## src/hdl/ptc_pkg.sv

```systemverilog
// ----------------------------------------------------------------------------
// ptc_pkg
// Shared types and constants of the per-address traffic counter.
// ----------------------------------------------------------------------------
`default_nettype none

package ptc_pkg;

  localparam int unsigned TABLE_ENTRIES_DEF = 256;
  localparam int unsigned LANES             = 8;
  localparam int unsigned LANE_W            = $clog2(LANES);
  localparam int unsigned ADDR_W            = 32;
  localparam int unsigned LEN_W             = 18;
  localparam int unsigned IDX_W             = 8;
  localparam int unsigned CTR_W             = 32;
  localparam int unsigned USED_W            = 9;

  localparam logic FUNC_COUNT = 1'b0;
  localparam logic FUNC_READ  = 1'b1;

  typedef struct packed {
    logic              func;
    logic [ADDR_W-1:0] source_address;
    logic [ADDR_W-1:0] destination_address;
    logic [LEN_W-1:0]  packet_length;
    logic [IDX_W-1:0]  slot_index;
  } in_t;

  typedef struct packed {
    logic              slot_valid;
    logic [ADDR_W-1:0] slot_address;
    logic [CTR_W-1:0]  sent_packets;
    logic [CTR_W-1:0]  received_packets;
    logic [CTR_W-1:0]  sent_bytes;
    logic [CTR_W-1:0]  received_bytes;
    logic              table_full;
    logic [USED_W-1:0] entries_used;
  } out_t;

  typedef struct packed {
    logic              hit;
    logic [LANE_W-1:0] lane;
  } merge_t;

  // one counter memory word
  typedef struct packed {
    logic [CTR_W-1:0] sp;
    logic [CTR_W-1:0] rp;
    logic [CTR_W-1:0] sb;
    logic [CTR_W-1:0] rb;
  } ctr_t;

endpackage

`default_nettype wire

```

## src/hdl/ptc_merge.sv

```systemverilog
// ----------------------------------------------------------------------------
// ptc_merge
// Combines the lane hits of one row into a hit flag and the lane number.
// ----------------------------------------------------------------------------
`default_nettype none

module ptc_merge (
  input  wire logic [ptc_pkg::LANES-1:0] hit_i,
  output ptc_pkg::merge_t                res_o
);
  import ptc_pkg::*;

  always_comb begin
    res_o = '0;
    for (int l = LANES - 1; l >= 0; l--) begin
      if (hit_i[l]) begin
        res_o.hit  = 1'b1;
        res_o.lane = LANE_W'(l);
      end
    end
  end

endmodule

`default_nettype wire

```

## config.mk

```make
export PLATFORM = sky130hd
export DESIGN_NAME = ptc_merge
export DESIGN_NICKNAME = d
export VERILOG_FILES = /design/src/hdl/ptc_pkg.sv /design/src/hdl/ptc_merge.sv
export SDC_FILE = /design/constraint.sdc
export NUM_CORES = 1
export LEC_CHECK = 0
export BUFFER_PORTS_ARGS = -buffer_cell sky130_fd_sc_hd__clkbuf_2
export CORE_AREA = 2 2 39 41
export DETAILED_ROUTE_END_ITERATION = 10
export DIE_AREA = 0 0 41 43
export SLEW_MARGIN = 25
export SYNTH_ARGS = -nofsm -noshare
export SYNTH_HDL_FRONTEND = slang
export SYNTH_SLANG_ARGS = --single-unit
```

## constraint.sdc

```tcl
create_clock -name vclk -period 0.9
set_input_delay 0.09 -clock vclk [all_inputs]
set_output_delay 0.09 -clock vclk [all_outputs]
set_load 0.05 [all_outputs]
```

### Word-level counts from Yosys, hierarchy flattened

Index checks and enable logic that the tools add are counted.

* bits in registers: 0
* bits of input ports: 8
* output and inout port bits: 4
* word-level logic and storage cells: 8

* multiplexer cells: 8

Operator list (count)
* $mux W4: 8

### Longest topological paths before layout

Gate-level depths: netlist (run 1).

* depth after elaboration: 8
* gate-level depth with buffers: 3
* depth with buffers taken out: 3

### Least setup slack after synthesis (run 1)

Ideal clock, no wire load.

* kind: input to output
* start: input hit_i[0] (netlist bit)
* end: output res_o[0] (netlist bit)
* arrival time: 1.784 ns
* required time: 0.810 ns
* setup slack: -0.974 ns
* stages: 1
* path buffers: 0
* cell sequence: o41ai_1

* word-level cells in the longest chain between the ends: 1

RTL lines
* start: declaration: RTL line ptc_merge.sv:8 `input wire logic [ptc_pkg::LANES-1:0] hit_i,`
* $mux W4: RTL line ptc_merge.sv:16 `if (hit_i[l]) begin`
* end: declaration: RTL line ptc_merge.sv:9 `output ptc_pkg::merge_t res_o`

Every way passes these cells.

==> results.md, run 1 <==
* Status: complete, but fails checks
* Failing checks: setup timing
* Vias per cell at 3.814
* Adder-Cell Fraction of Synth Area at 0
* Worst setup margin at -50.55 ps
* Dominant cell type by area after synthesis: nor2_1
* Syn. warnings at 0
* Sequential area share after synthesis at 0
* Top cell by count, worst path: buf_8
* I/O Pins at 12
* Final slew viol count at 0
* P&R area growth vs syn at 222.7%
* Synth Area in Simple Gates at 0.5758
* CP max stage delay at 270 ps
* Synth Net Count at 22
* Hold Crit Class: in2out
* Critical path required time at 810 ps
* Critical path startpoint category: input port
* Max Cap Viol at 0
* Worst VDD drop at 0.06022 mV
* Total power at 0.1319 mW
* Final WL at 330 um
* Ranking of synthesized cells by area: nor2_1, nor4_2, a21oi_1
* Die span in x at 41 um
* CP Class: in2out
* Mux cell area share after synthesis at 0
* Count of final setup violators at 2
* Num sequential at 0
* Postcts setup bufs at 0
* Fill cells at 156
* Via count at 164
* Synth Area in Compound Gates at 0.3788
* Main combinational cell family by area after synthesis: simple AND/OR/NAND/NOR gates
* Detail Route Antenna Nets at 0
* Fmax at 1.052 GHz
* Hold WS at 522.1 ps
* Top-area cell type share of the netlist area at 0.1818
* Die height at 43 um
* # clk buffers at 0
* Mapped cell area at 82.58 um2
* Tcrit/Tclk final at 1.056
* Worst Path Max Fanout at 3
* RSZ-0062 raised after global routing: true
* Worst path arrival time at 860 ps
* Cell family with most CP delay: simple AND/OR/NAND/NOR gates
* CTS Hold Bufs at 0
* Worst Max-Slew Pin Slew at 250.6 ps
* Critical-path cell with the highest stage delay: nor4_4
* N_diodes at 0
* GRT overflow at 0
* Initial antenna violation count at 0
* DRT Pass-1 Iters at 1
* Pin count of the biggest net entering global routing at 5
* Routed len/inst at 7.674 um
* Xor-xnor portion of the synthesized cell area at 0
* Crit end category: primary output
* Area of the core at 1384 um2
* First-pass GRT wire length at 524 um
* Critical Path, Cell by Cell: buf_8 > nor4_4 > and3b_2 > buf_8
* Final Hold Viols at 0
* Proportion of layout cells with a drive suffix above 1 at 0.7407
* Rel. slew slack at 0.8323
* Synth top cells by count: nor2_1, a21oi_1
* Row count at 14
* Drt drc at 0
* P per Cell Area at 495.0 nW/um2
* Area of the multi-input gates at 120.1 um2
* Leakage power at 0.1164 nW
* Global-route usage over all layers at 0.03796
* Final nets at 37
* Die area at 1763 um2
* Most common cell in the netlist: nor2_1
* Initial Util at 0.05967
* Synth unique cells at 10
* Buffers & Inverters on Critical Path at 2
* 1st-iter DRT viols at 0
* Port Buffers at 12
* Storage cell area at 0 um2
* GPL Wtd Cong at 0.4182
* Fin crit period at 950.5 ps
* Synthesized area per cell at 5.898 um2
* Vias in the first global route at 161
* Cells after synthesis at 14
==> placed cells by master, fill, tap and decap left out <==
cell type,n
a21boi_2,1
a21oi_1,1
a21oi_2,1
and3b_2,1
buf_4,2
buf_6,1
buf_8,2
clkbuf_2,5
clkbuf_8,3
inv_1,1
nand3_1,1
nor2_1,2
nor2_2,2
nor2b_1,1
nor4_4,1
o21ai_0,1
o41ai_4,1
==> kinds of logic after synthesis <==
logic type / after synthesis
AO/OA/AOI/OAI: 5
buffers and inverters: 1
AND/OR/NAND/NOR: 8
==> final cells by class <==
class,instances,share of cell area
multi-input cells,13,0.4507
repair buffers,13,0.4601
inverters,1,0.01408
well taps,16,0.07512
==> tightest hold or removal path, delay by kind of cell <==
family          cells  cell delay (ps)
buf+inv             2              260
compound gates      1               80
==> final timing paths <==
check | startpoint | end | slack (ps) | cells past startpoint
min | hit_i[4] | res_o[0] | 520 | 3
max | hit_i[4] | res_o[2] | -50 | 4
==> metrics by stage <==
| step | TNS [ps] | setup slack (ps) | cell area (um2) | instances | util |
|---|---|---|---|---|---|
| 4_1_cts | -64.80 | -64.80 | 242.7 | 43 | 0.1754 |
| 3_5_place_dp | -272.1 | -126.4 | 192.7 | 43 | 0.1392 |
| 6_report | -66.95 | -50.55 | 266.5 | 43 | 0.1926 |
| 3_3_place_gp | -279.6 | -131.7 | 192.7 | 43 | 0.1392 |
| 2_1_floorplan | -9.307 | -9.307 | 105.1 | 14 | - |
| 5_1_grt | -130.2 | -85.75 | 266.5 | 43 | 0.1926 |
==> repair_timing <==
| item | 4_1_cts | 5_1_grt |
|---|---|---|
| resized for setup | 10 | 13 |
| pin swaps | 0 | 1 |
| endpoints found under the setup margin | 4 | 4 |
==> layer usage <==
metal	track usage	vias up	routed length, um
met2	0.08438	8	189
met1	0.03481	78	106
met3	0	0	34
met4	0	0	0
met5	0	-	0
li1	-	78	-
==> report_power, final <==
part / leakage (nW) / total, mW / switching [mW] / internal, mW
clock: 0 / 0 / 0 / 0
combinational: 0.116 / 0.132 / 0.0713 / 0.0606
sequential: 0 / 0 / 0 / 0
Power figures use the tool's default switching activity.
==> run 2, diff against run 1 <==
--- a/config.mk
+++ b/config.mk
@@ -9,6 +9,7 @@
 export CORE_AREA = 2 2 39 41
 export DETAILED_ROUTE_END_ITERATION = 10
 export DIE_AREA = 0 0 41 43
+export REMOVE_ABC_BUFFERS = 1
 export SLEW_MARGIN = 25
 export SYNTH_ARGS = -nofsm -noshare
 export SYNTH_HDL_FRONTEND = slang
==> run 2 against run 1 <==
- the run still ends with setup timing left
- cell count down 2.3%
- final area is 17% lower
- worst hold slack gained 8.4 ps
- non-clock buffer count decreased by 1
- total power down 21%
- sequential share of layout area is the same
- worst setup slack gained 13 ps
- routed wire length fell by 14%
- die area unchanged
- fmax increased by 1.4%
- largest cell class unchanged
- highest routed layer unchanged
==> results.md, run 2 (synthesized netlist as in run 1, its figures left out) <==
* Final Hold Viols at 0
* Final Util at 0.1600
* P per Cell Area at 473.3 nW/um2
* Total power at 0.1048 mW
* Critical path startpoint category: input port
* First-pass GRT wire length at 338 um
* Final slew viol count at 0
* Fill cells at 153
* Port Buffers at 12
* Crit end category: primary output
* Worst Path Max Fanout at 3
* Vias per cell at 3.548
* Proportion of layout cells with a drive suffix above 1 at 0.5000
* Fin crit period at 937.8 ps
* # clk buffers at 0
* Final nets at 36
* Critical Path, Cell by Cell: buf_8 > nor4_4 > and3b_1 > buf_8
* Initial antenna violation count at 0
* Min-delay src: hit_i[6]
* Most common cell after layout, fill and taps aside: clkbuf_2
* Routed len/inst at 6.786 um
* Worst Max-Slew Pin Slew at 282.4 ps
* I/O Pins at 12
* Placed cells at 42
* Max Cap Viol at 0
* Worst setup margin at -37.81 ps
* Initial Util at 0.05967
* Cell family with most CP delay: simple AND/OR/NAND/NOR gates
* Rel. slew slack at 0.8092
* GPL Wtd Cong at 0.4182
* Postcts setup bufs at 0
* Hpwl dp at 267.3 um
* Vias in the first global route at 110
* Global-route usage over all layers at 0.02597
* DRT Pass-1 Iters at 4
* Hold EP: res_o[3]
* Num sequential at 0
* Critical path startpoint: hit_i[6]
* Status: complete, but fails checks
* Detail Route Antenna Nets at 0
* 1st-iter DRT viols at 1
* Final WL at 285 um
* Setup TNS at -54.78 ps
* Area of the core at 1384 um2
* Die area at 1763 um2
* RSZ-0062 raised after global routing: true
* Die height at 43 um
* Via count at 149
* Buffers & Inverters on Critical Path at 2
* Worst VDD drop at 0.07242 mV
* Die span in x at 41 um
* Fmax at 1.066 GHz
* Drt drc at 0
* Count of final setup violators at 2
* Hold Path Depth at 4
* P&R area growth vs syn at 168.2%
* Worst path arrival time at 850 ps
* N_diodes at 0
* CP Class: in2out
* Tcrit/Tclk final at 1.042
* GRT overflow at 0
* Non-filler instance count after layout at 42
* Top cell by count, worst path: buf_8
* Leakage power at 0.09894 nW
* Critical path required time at 810 ps
* Critical-path cell with the highest stage delay: nor4_4
* Storage cell area at 0 um2
* CP max stage delay at 280 ps
* Pin count of the biggest net entering global routing at 5
* Row count at 14
* Most frequent cells in the layout: clkbuf_2, nor2_1, buf_8, a21oi_1, buf_4
* Hold Crit Class: in2out
* Failing checks: setup timing
run 2: cell types whose count changed in the layout (fill, tap and decap cells not counted), sizes merged:
cell    previous run  this run
buf                5         6
clkbuf             8         6
run 2: area by class of cell:
type | instances | area [um2] | share of cell area
inverters | 1 | 3.754 | 0.01695
multi-input cells | 13 | 87.58 | 0.3955
well taps | 16 | 20.02 | 0.09040
repair buffers | 12 | 110.1 | 0.4972
run 2: worst max-delay path by stage:
stage	endpoint	slack, ps	depth (start not counted)
final	res_o[2]	-40	4
after CTS	res_o[2]	-80	4
after global routing	res_o[2]	-90	4
after global placement	res_o[2]	-140	4
after floorplan	res_o[0]	-970	1
after detailed placement	res_o[2]	-160	4
run 2: report_power, final:
part,leakage [nW],total [mW],internal (mW),switching [mW]
Combinational,0.0989,0.105,0.0464,0.0584
Clock,0,0,0,0
Sequential,0,0,0,0
run 2: per-layer routing:
layer | vias up | track usage | share of wire | wire length, um
li1 | 76 | - | - | -
met1 | 62 | 0.009494 | 0.36 | 103
met2 | 11 | 0.07188 | 0.47 | 134
met3 | 0 | 0 | 0.16 | 47
met4 | 0 | 0 | 0 | 0
met5 | - | 0 | 0 | 0
run 2: repair_timing:
action	CTS	global route
resized for setup	9	11
setup endpoints to repair	4	4
pin swaps	3	2
hold buffers	0	0
run 2: stage by stage:
| step | setup slack, ps | hold WS [ps] | area, um2 |
|---|---|---|---|
| after floorplan | -974.4 | 481.5 | 82.58 |
| after global placement | -144.4 | 578.9 | 162.7 |
| after detailed placement | -163.8 | 584.9 | 162.7 |
| after CTS | -80.64 | 560.2 | 202.7 |
| after global routing | -90.76 | 545.4 | 221.5 |
| final | -37.81 | 530.5 | 221.5 |
==> run 3, diff against run 2 <==
==> constraint.sdc (replaced) <==
create_clock -name vclk -period 0.94
set_input_delay 0.094 -clock vclk [all_inputs]
set_output_delay 0.094 -clock vclk [all_outputs]
set_load 0.05 [all_outputs]
==> run 3 against run 2 <==
- the flow still finishes with violations (setup timing)
- total power rose by 2.4%
- core utilization rose by 0.54 points
- critical endpoint unchanged
- largest power group unchanged
- sequential share of layout area did not move
- flip-flop and latch count did not move
==> results.md, run 3 (synthesized netlist as in run 1, its figures left out) <==
* Buffers & Inverters on Critical Path at 2
* Hold WS at 545.5 ps
* Detail Route Antenna Nets at 0
* Final Util at 0.1655
* 1st-iter DRT viols at 1
* Most frequent cells in the layout: clkbuf_2, nor2_1
* Hold Crit Class: in2out
* CP Class: in2out
* Via count at 157
* Critical Path, Cell by Cell: buf_8 > nor4_4 > and3b_2 > buf_8
* Status: complete, but fails checks
* # clk buffers at 0
* Worst setup margin at -27.58 ps
* First-pass GRT wire length at 455 um
* Tcrit/Tclk final at 1.029
* Die area at 1763 um2
* Fmax at 1.034 GHz
* GRT overflow at 0
* Non-filler instance count after layout at 42
* Worst VDD drop at 0.07261 mV
* Initial Util at 0.05967
* Vias per cell at 3.738
* Postcts setup bufs at 0
* Critical path startpoint category: input port
* Placed Area at 162.7 um2
* Fill cells at 159
* Total power at 0.1073 mW
* Cell family with most CP delay: simple AND/OR/NAND/NOR gates
* RSZ-0062 raised after global routing: true
* Failing checks: setup timing
* Design area at 229.0 um2
* Initial antenna violation count at 0
* Storage cell area at 0 um2
* Setup TNS at -27.58 ps
* P&R area growth vs syn at 177.3%
* Drt drc at 0
* GPL Wtd Cong at 0.4182
* Final Hold Viols at 0
* Leakage power at 0.1008 nW
* Max Cap Viol at 0
* Rel. slew slack at 0.8456
* Setup slack after placement at -101.0 ps
* Final slew viol count at 0
* Routed len/inst at 9.048 um
* Num sequential at 0
* Top cell by count, worst path: buf_8
* Count of final setup violators at 1
* Crit end category: primary output
* Hpwl dp at 290.3 um
* Port Buffers at 12
* DRT Pass-1 Iters at 2
* Final nets at 36
* Die span in x at 41 um
* N_diodes at 0
* Critical-path cell with the highest stage delay: nor4_4
* Global-route usage over all layers at 0.03497
* Worst Path Max Fanout at 3
* Placed cells at 42
* CP max stage delay at 270 ps
* Area of the core at 1384 um2
* Final WL at 380 um
* Most common cell after layout, fill and taps aside: clkbuf_2
* P per Cell Area at 468.8 nW/um2
* Pin count of the biggest net entering global routing at 5
* I/O Pins at 12
* Fin crit period at 967.6 ps
* Critical path required time at 850 ps
* Proportion of layout cells with a drive suffix above 1 at 0.6154
* Vias in the first global route at 150
* Worst Max-Slew Pin Slew at 229.1 ps
* Row count at 14
* Die height at 43 um
* Worst path arrival time at 870 ps
==> run 3: cell counts in the layout (fill, tap and decap cells not counted) <==
Identical to the previous run, type by type.
==> run 3: report_power, final <==
| part | switching [mW] | total, mW | internal, mW |
|---|---|---|---|
| clock network | 0 | 0 | 0 |
| logic | 0.0606 | 0.107 | 0.0467 |
| registers | 0 | 0 | 0 |
| total | 0.0606 | 0.107 | 0.0467 |
==> run 3: layout make-up <==
class,count,area [um2],share of cell area
multi-input combinational,13,98.84,0.4317
tap,16,20.02,0.08743
timing repair buffer,12,106.4,0.4645
inverter,1,3.754,0.01639
==> run 3: what timing repair did <==
| item | 4_1_cts | 5_1_grt |
|---|---|---|
| hold buffers | 0 | 0 |
| gates resized for setup | 9 | 12 |
| pin swaps | 1 | 1 |
| setup endpoints to repair | 4 | 4 |
| gates cloned | 0 | 0 |
==> run 3: final timing paths <==
path	start	to	slack, ps	depth (start not counted)
min	hit_i[2]	res_o[0]	550	3
max	hit_i[6]	res_o[2]	-30	4
==> run 3: per-layer routing <==
layer,global-route usage,wire [um],vias up
met4,0,0,0
li1,-,-,78
met5,0,0,-
met3,0,47,0
met1,0.01582,103,68
met2,0.09375,229,11
==> run 3: tightest hold or removal path: stages <==
cell,delay [ps]
clkbuf_2,110
o41ai_2,70
buf_4,180
